### config.mk
export PLATFORM = sky130hd
export DESIGN_NAME = crc32_block_trailer_check
export DESIGN_NICKNAME = d
export VERILOG_FILES = /design/src/rtl/cbtc_pkg.sv /design/src/rtl/crc32_block_trailer_check.sv /design/src/rtl/cbtc_front.sv /design/src/rtl/cbtc_back.sv
export SDC_FILE = /design/constraint.sdc
export NUM_CORES = 1
export LEC_CHECK = 0
export BUFFER_PORTS_ARGS = -buffer_cell sky130_fd_sc_hd__buf_4
export CAP_MARGIN = 10
export CELL_PAD_IN_SITES_DETAIL_PLACEMENT = 0
export CELL_PAD_IN_SITES_GLOBAL_PLACEMENT = 1
export CORE_MARGIN = 5
export CORE_UTILIZATION = 35
export CTS_CLUSTER_SIZE = 16
export DETAILED_ROUTE_END_ITERATION = 10
export PLACE_DENSITY_LB_ADDON = 0.1
export SLEW_MARGIN = 20
export SYNTH_ARGS = -nofsm -noshare
export SYNTH_HDL_FRONTEND = slang
export SYNTH_SLANG_ARGS = --single-unit
### constraint.sdc
create_clock -name clk_i -period 6.8 [get_ports clk_i]
set_input_delay 1.36 -clock clk_i [delete_from_list [all_inputs] [get_ports clk_i]]
set_output_delay 1.36 -clock clk_i [all_outputs]
set_load 0.02 [all_outputs]
### src/rtl/cbtc_pkg.sv
`timescale 1ns / 1ps
// ----------------------------------------------------------------------------
// cbtc_pkg
// Shared types, constants and CRC-32 helpers for the block trailer checker.
// ----------------------------------------------------------------------------
package cbtc_pkg;

  localparam logic [31:0] CrcInit    = 32'hFFFF_FFFF;
  localparam logic [31:0] CrcXorOut  = 32'hFFFF_FFFF;
  localparam logic [31:0] CrcPoly    = 32'hEDB8_8320;
  localparam int unsigned HeldCountW = 3;
  localparam logic [HeldCountW-1:0] TrailerBytes = HeldCountW'(4);
  localparam int unsigned QueueDepthDefault = 2;

  typedef enum logic {
    ITEM_MID,
    ITEM_LAST
  } item_kind_e;

  typedef struct packed {
    logic [7:0] data;
    item_kind_e kind;
  } queue_entry_t;

  typedef struct packed {
    logic         valid;
    queue_entry_t entry;
  } queue_head_t;

  // Reflected CRC-32 table entry for one index byte.
  function automatic logic [31:0] crc_table(input logic [7:0] idx);
    logic [31:0] c;
    c = {24'h00_0000, idx};
    for (int b = 0; b < 8; b++) begin
      c = c[0] ? ((c >> 1) ^ CrcPoly) : (c >> 1);
    end
    return c;
  endfunction

  // Advance the running CRC by one byte.
  function automatic logic [31:0] crc_feed(input logic [31:0] crc, input logic [7:0] b);
    return {8'h00, crc[31:8]} ^ crc_table(crc[7:0] ^ b);
  endfunction

endpackage

### src/rtl/crc32_block_trailer_check.sv
`timescale 1ns / 1ps
// ----------------------------------------------------------------------------
// crc32_block_trailer_check
// Reflected CRC-32 check of a byte block against its four-byte trailer.
// ----------------------------------------------------------------------------
// Bytes arrive one per item with last_byte_i on the final one. The block
// takes one byte every cycle while its queue has room: the back end does a
// single table-driven CRC update per byte, and a short queue between the
// input and the CRC engine lets either side stall. The CRC covers all bytes
// but the last four, which are compared little-endian with the computed
// value; one result item per block is registered when its final byte
// leaves the queue, with too_short_o set for blocks under four bytes.
module crc32_block_trailer_check #(
  parameter int unsigned QueueDepth = cbtc_pkg::QueueDepthDefault
) (
  input  logic        clk_i,
  input  logic        rst_ni,
  input  logic        in_valid_i,
  output logic        in_ready_o,
  input  logic [7:0]  data_byte_i,
  input  logic        last_byte_i,
  output logic        out_valid_o,
  input  logic        out_ready_i,
  output logic        crc_match_o,
  output logic [31:0] computed_crc_o,
  output logic        too_short_o
);
  import cbtc_pkg::*;

  queue_head_t head;
  logic        pop;

  cbtc_front #(
    .QueueDepth(QueueDepth)
  ) u_front (
    .clk_i      (clk_i),
    .rst_ni     (rst_ni),
    .in_valid_i (in_valid_i),
    .in_ready_o (in_ready_o),
    .data_byte_i(data_byte_i),
    .last_byte_i(last_byte_i),
    .head_o     (head),
    .pop_i      (pop)
  );

  cbtc_back u_back (
    .clk_i         (clk_i),
    .rst_ni        (rst_ni),
    .head_i        (head),
    .pop_o         (pop),
    .out_valid_o   (out_valid_o),
    .out_ready_i   (out_ready_i),
    .crc_match_o   (crc_match_o),
    .computed_crc_o(computed_crc_o),
    .too_short_o   (too_short_o)
  );

`ifndef SYNTHESIS
  a_full_has_head: assert property (@(posedge clk_i) disable iff (!rst_ni)
    !in_ready_o |-> head.valid)
    else $error("queue full but no head item");

  a_result_from_last: assert property (@(posedge clk_i) disable iff (!rst_ni)
    $rose(out_valid_o) |-> $past(pop && head.entry.kind == ITEM_LAST))
    else $error("result without a final byte");

  a_short_no_match: assert property (@(posedge clk_i) disable iff (!rst_ni)
    (out_valid_o && too_short_o) |-> (!crc_match_o && computed_crc_o == 32'h0))
    else $error("short block reported a match or nonzero crc");

  a_pop_needs_head: assert property (@(posedge clk_i) disable iff (!rst_ni)
    pop |-> head.valid)
    else $error("pop from empty queue");
`endif

endmodule

### src/rtl/cbtc_front.sv
`timescale 1ns / 1ps
// ----------------------------------------------------------------------------
// cbtc_front
// Input side: accepts bytes, tags each as mid-block or last, and queues them.
// ----------------------------------------------------------------------------
module cbtc_front #(
  parameter int unsigned QueueDepth = cbtc_pkg::QueueDepthDefault
) (
  input  logic                  clk_i,
  input  logic                  rst_ni,
  input  logic                  in_valid_i,
  output logic                  in_ready_o,
  input  logic [7:0]            data_byte_i,
  input  logic                  last_byte_i,
  output cbtc_pkg::queue_head_t head_o,
  input  logic                  pop_i
);
  import cbtc_pkg::*;

  localparam int unsigned PtrW = (QueueDepth > 1) ? $clog2(QueueDepth) : 1;
  localparam int unsigned CntW = $clog2(QueueDepth + 1);
  localparam logic [PtrW-1:0] PtrLast = PtrW'(QueueDepth - 1);
  localparam logic [CntW-1:0] CntFull = CntW'(QueueDepth);

  queue_entry_t          store_q [QueueDepth];
  logic [PtrW-1:0]       wr_ptr_q, wr_ptr_d;
  logic [PtrW-1:0]       rd_ptr_q, rd_ptr_d;
  logic [CntW-1:0]       cnt_q, cnt_d;
  logic                  push;
  queue_entry_t          entry_in;

  assign in_ready_o = (cnt_q != CntFull);
  assign push       = in_valid_i && in_ready_o;

  always_comb begin
    entry_in.data = data_byte_i;
    entry_in.kind = last_byte_i ? ITEM_LAST : ITEM_MID;
  end

  always_comb begin
    wr_ptr_d = wr_ptr_q;
    rd_ptr_d = rd_ptr_q;
    cnt_d    = cnt_q;
    if (push) begin
      wr_ptr_d = (wr_ptr_q == PtrLast) ? '0 : wr_ptr_q + PtrW'(1);
    end
    if (pop_i) begin
      rd_ptr_d = (rd_ptr_q == PtrLast) ? '0 : rd_ptr_q + PtrW'(1);
    end
    if (push && !pop_i) begin
      cnt_d = cnt_q + CntW'(1);
    end else if (pop_i && !push) begin
      cnt_d = cnt_q - CntW'(1);
    end
  end

  always_ff @(posedge clk_i or negedge rst_ni) begin
    if (!rst_ni) begin
      wr_ptr_q <= '0;
      rd_ptr_q <= '0;
      cnt_q    <= '0;
    end else begin
      wr_ptr_q <= wr_ptr_d;
      rd_ptr_q <= rd_ptr_d;
      cnt_q    <= cnt_d;
    end
  end

  always_ff @(posedge clk_i) begin
    if (push) begin
      store_q[wr_ptr_q] <= entry_in;
    end
  end

  assign head_o.valid = (cnt_q != '0);
  assign head_o.entry = store_q[rd_ptr_q];

endmodule

### src/rtl/cbtc_back.sv
`timescale 1ns / 1ps
// ----------------------------------------------------------------------------
// cbtc_back
// CRC side: runs the CRC behind a four-byte window and registers the verdict.
// ----------------------------------------------------------------------------
module cbtc_back (
  input  logic                  clk_i,
  input  logic                  rst_ni,
  input  cbtc_pkg::queue_head_t head_i,
  output logic                  pop_o,
  output logic                  out_valid_o,
  input  logic                  out_ready_i,
  output logic                  crc_match_o,
  output logic [31:0]           computed_crc_o,
  output logic                  too_short_o
);
  import cbtc_pkg::*;

  logic [31:0]           crc_q, crc_d;
  logic [7:0]            win_q [4];
  logic [7:0]            win_d [4];
  logic [HeldCountW-1:0] held_q, held_d;
  logic                  out_valid_q, out_valid_d;
  logic                  match_q, match_d;
  logic [31:0]           res_crc_q, res_crc_d;
  logic                  short_q, short_d;
  logic                  is_last;
  logic                  full;
  logic [31:0]           final_crc;
  logic [31:0]           trailer;

  assign is_last = (head_i.entry.kind == ITEM_LAST);
  assign full    = (held_q == TrailerBytes);
  // Mid-block bytes never touch the result register, so they always drain.
  assign pop_o   = head_i.valid && (!is_last || !out_valid_q || out_ready_i);

  always_comb begin
    crc_d  = crc_q;
    win_d  = win_q;
    held_d = held_q;
    if (full) begin
      crc_d    = crc_feed(crc_q, win_q[0]);
      win_d[0] = win_q[1];
      win_d[1] = win_q[2];
      win_d[2] = win_q[3];
      win_d[3] = head_i.entry.data;
    end else begin
      win_d[held_q[1:0]] = head_i.entry.data;
      held_d             = held_q + HeldCountW'(1);
    end

    final_crc = crc_d ^ CrcXorOut;
    trailer   = {win_d[3], win_d[2], win_d[1], win_d[0]};
    short_d   = (held_d != TrailerBytes);
    match_d   = !short_d && (trailer == final_crc);
    res_crc_d = final_crc;

    // Start the next block from a clean state.
    if (is_last) begin
      crc_d  = CrcInit;
      held_d = '0;
    end

    out_valid_d = out_valid_q && !out_ready_i;
    if (pop_o && is_last) begin
      out_valid_d = 1'b1;
    end
  end

  always_ff @(posedge clk_i or negedge rst_ni) begin
    if (!rst_ni) begin
      crc_q       <= CrcInit;
      held_q      <= '0;
      out_valid_q <= 1'b0;
    end else begin
      out_valid_q <= out_valid_d;
      if (pop_o) begin
        crc_q  <= crc_d;
        held_q <= held_d;
      end
    end
  end

  always_ff @(posedge clk_i) begin
    if (pop_o) begin
      win_q <= win_d;
    end
    if (pop_o && is_last) begin
      match_q   <= match_d;
      res_crc_q <= res_crc_d;
      short_q   <= short_d;
    end
  end

  assign out_valid_o    = out_valid_q;
  assign crc_match_o    = match_q;
  assign computed_crc_o = res_crc_q;
  assign too_short_o    = short_q;

endmodule
==> impl_metrics.yaml <==
synthesis:
  synth_edf_count: 84
  synth.avg_cell_area_um2: 11.2
  yosys_warnings: 0
  synth_cell_types: 60
  yosysTopAreaCell: "edfxtp_1"
  synthTopCellsByArea: "edfxtp_1, dfstp_2, xnor2_1"
  ys_ff_latch: 124
  synth_top_area_share_pct: 35.5
  synth_area_um2: 7110
  syn_inst: 633
  async_flop_share_pct: 32.3
  ys_seq_area_share_pct: 50.1
  synth_top_flop_cell: "edfxtp_1"
  synth_nets: 651
timing:
  finClkSkew_ns: 0.00855
  max_freq_mhz: 270
  tns_ns: 0
  drv_slew: 0
  relSlewSlack_pct: 36.9
  setup_violations: 0
  final_hold_viol_count: 0
  period_needed_ns: 3.70
  rsz0062_at_grt: "false"
  worst-slew-pin-transition_ns: 0.920
  timing.final.crit_share_pct: 54.4
  hold_ws_ns: 0.509
critical_path:
  worstReg2RegStart: "u_back.held_q[2]"
  crit_arrival_ns: 3.95
  r2r_slack_ns: 3.10
  ff2ff_path_depth: 7
  start_kind: "register"
  r2r_end: "u_back.crc_match_o"
  worstPathRequired_ns: 7.05
  critPathKind: "reg -> reg"
  crit_path_end_kind: "register"
  worstPathMaxFanout: 28
floorplan:
  die_h_um: 153
  die_w_um: 153
  num_rows: 52
  io_pins: 49
  start_util_pct: 35.4
  die_area_um2: 23300
  core_area_um2: 20100
cells_and_area:
  diodes: 0
  syn2layout_area_growth_pct: 18.0
  stdcell_count: 957
  finalNetCount: 692
  final_area_um2: 8390
  drive_above_1_share_pct: 22.0
job:
  drv_cap: 0
clocking:
  hold_buffers: 0
  cts_tree: "yes"
  cts_resized: 0
  clkLatencyLatePin_ns: 0.42
  htree_levels: 4
  clock_path_buffers: 2
  cts.sinks: 124
  clkSlewWorstSetupHoldPaths_ns: 0.06
  clockRootBuffer: "clkbuf_16"
  cts_setup_buffers: 0
  cts_buffers: 17
placed_design:
  dpl.cell_count: 925
  dp.final_hpwl_mm: 14.5
  dpl_cell_area_um2: 7730
  gp_congestion: 0.894
  port_buffers: 48
global_routing:
  grt_util_met3_pct: 3.89
  overflow: 0
  antenna_found_initial: 0
  grt_util_all_layers_pct: 17.8
  grt_max_degree: 53
  busiest_layer: "met2"
  grt_pass1_vias: 4908
  grt_pass1_wl_mm: 31.3
  use_met1_pct: 25.5
  grt_use_met2_pct: 27.2
routing:
  ant_nets: 0
  dr.first_iter.drc_count: 366
  drc: 0
  routedWlPerCell_um: 21.3
  drtPass1Iterations: 5
  drt-total-wl_mm: 20.4
  num_vias: 4847
  via_per_inst: 5.06
min_path:
  hold_end: "u_front.wr_ptr_q"
  hp-start: "u_front.wr_ptr_q"
  hold_class: "reg -> reg"
  hold-path-cell-count: 1
run_status:
  outcome: "completed"
[stage by stage]
step | util [%] | setup WS, ns
floorplan | - | 3.59
global placement | 38.5 | 3.03
detailed placement | 38.5 | 2.92
CTS | 41.7 | 3.18
global route | 41.7 | 2.97
finish | 41.7 | 3.10
[registers in the layout, summed over array words and instances (netlist names)]
signal / flops
u_back.computed_crc_o: 32
u_back.crc_q: 32
u_back.win_q: 32
u_front.store_q: 18
u_back.held_q: 3
u_front.cnt_q: 2
u_back.crc_match_o: 1
u_back.out_valid_o: 1
u_back.too_short_o: 1
u_front.rd_ptr_q: 1
u_front.wr_ptr_q: 1
[how the worst max path moves through the flow]
| stage | start | endpoint | slack, ns |
|---|---|---|---|
| after global placement | out_ready_i | u_back.computed_crc_o[1] | 3.03 |
| after floorplan | out_ready_i | u_back.win_q[0] | 3.59 |
| after CTS | u_back.held_q[2] | u_back.crc_match_o | 3.18 |
| final | u_back.held_q[2] | u_back.crc_match_o | 3.10 |
| after detailed placement | out_ready_i | u_back.computed_crc_o[9] | 2.92 |
| after global routing | u_front.rd_ptr_q | u_back.crc_match_o | 2.97 |
[cell type report]
class                      instances  area (um2)
inverter                          15        56.3
clock inverter                    14         216
timing repair buffer              55         413
clock buffer                      18         439
multi-input combinational        461        3360
fill                            1930       11700
tap                              270         338
sequential                       124        3560
[worst max-delay path, cell delays in order (launching register included)]
cell and delay [ns]:
dfrtp_1 0.85, nand2_1 0.76, buf_4 0.49, mux2_2 0.27
nor3b_1 0.05, a2111oi_0 0.60, nand4_1 0.20, nor4_2 0.29
[synthesized netlist by cell type, types with 4 or more instances]
library cell	instances
a21oi_1	35
xnor2_2	9
nand2_1	87
and2_1	4
buf_1	5
a211oi_1	7
nand2b_1	8
xnor2_4	7
edfxtp_1	84
nor2_1	52
dfrtp_1	8
xnor2_1	43
o211ai_1	11
o21a_1	4
mux2_2	9
ha_1	5
o22ai_1	5
inv_1	14
nand3_1	7
xor2_1	28
mux2i_1	21
dfstp_2	32
xnor3_1	14
clkbuf_1	24
o21ai_0	55
a21o_1	6
[cells in the final DEF, fill, tap and decap left out, types with 4 or more instances in the layout]
cell type   n
o21ai_0    55
dfstp_2    32
nand2b_1    8
xnor2_1    43
o211ai_1   11
buf_4      55
dfrtp_1     8
a21oi_1    35
a21o_1      6
xor2_1     28
a211oi_1    7
clkbuf_16  17
edfxtp_1   84
nor2_1     52
xnor2_2     9
inv_1      14
o22ai_1     4
ha_1        5
xnor2_4     7
o21a_1      4
mux2_2      9
xnor3_1    14
bufinv_16   5
nand2_1    87
mux2i_1    21
nand3_1     7
[per-layer routing]
metal	part of all wire (%)	up-vias	routed length, um
li1	-	2333	-
met5	0	-	0
met3	5.2	19	1070
met1	48	2346	9780
met2	45	149	9200
met4	1.8	0	363
[cells by family after synthesis]
group                    synth area share (%)
AO/OA/AOI/OAI                            12.0
flip-flops                               50.1
multiplexers                             4.54
buffers and inverters                    2.69
XOR/XNOR                                 19.0
adder cells (fa/ha/maj)                 0.880
AND/OR/NAND/NOR                          10.8
Power is not shown: default switching activity piles up to over one toggle a cycle in this logic, so the estimate is an artifact.
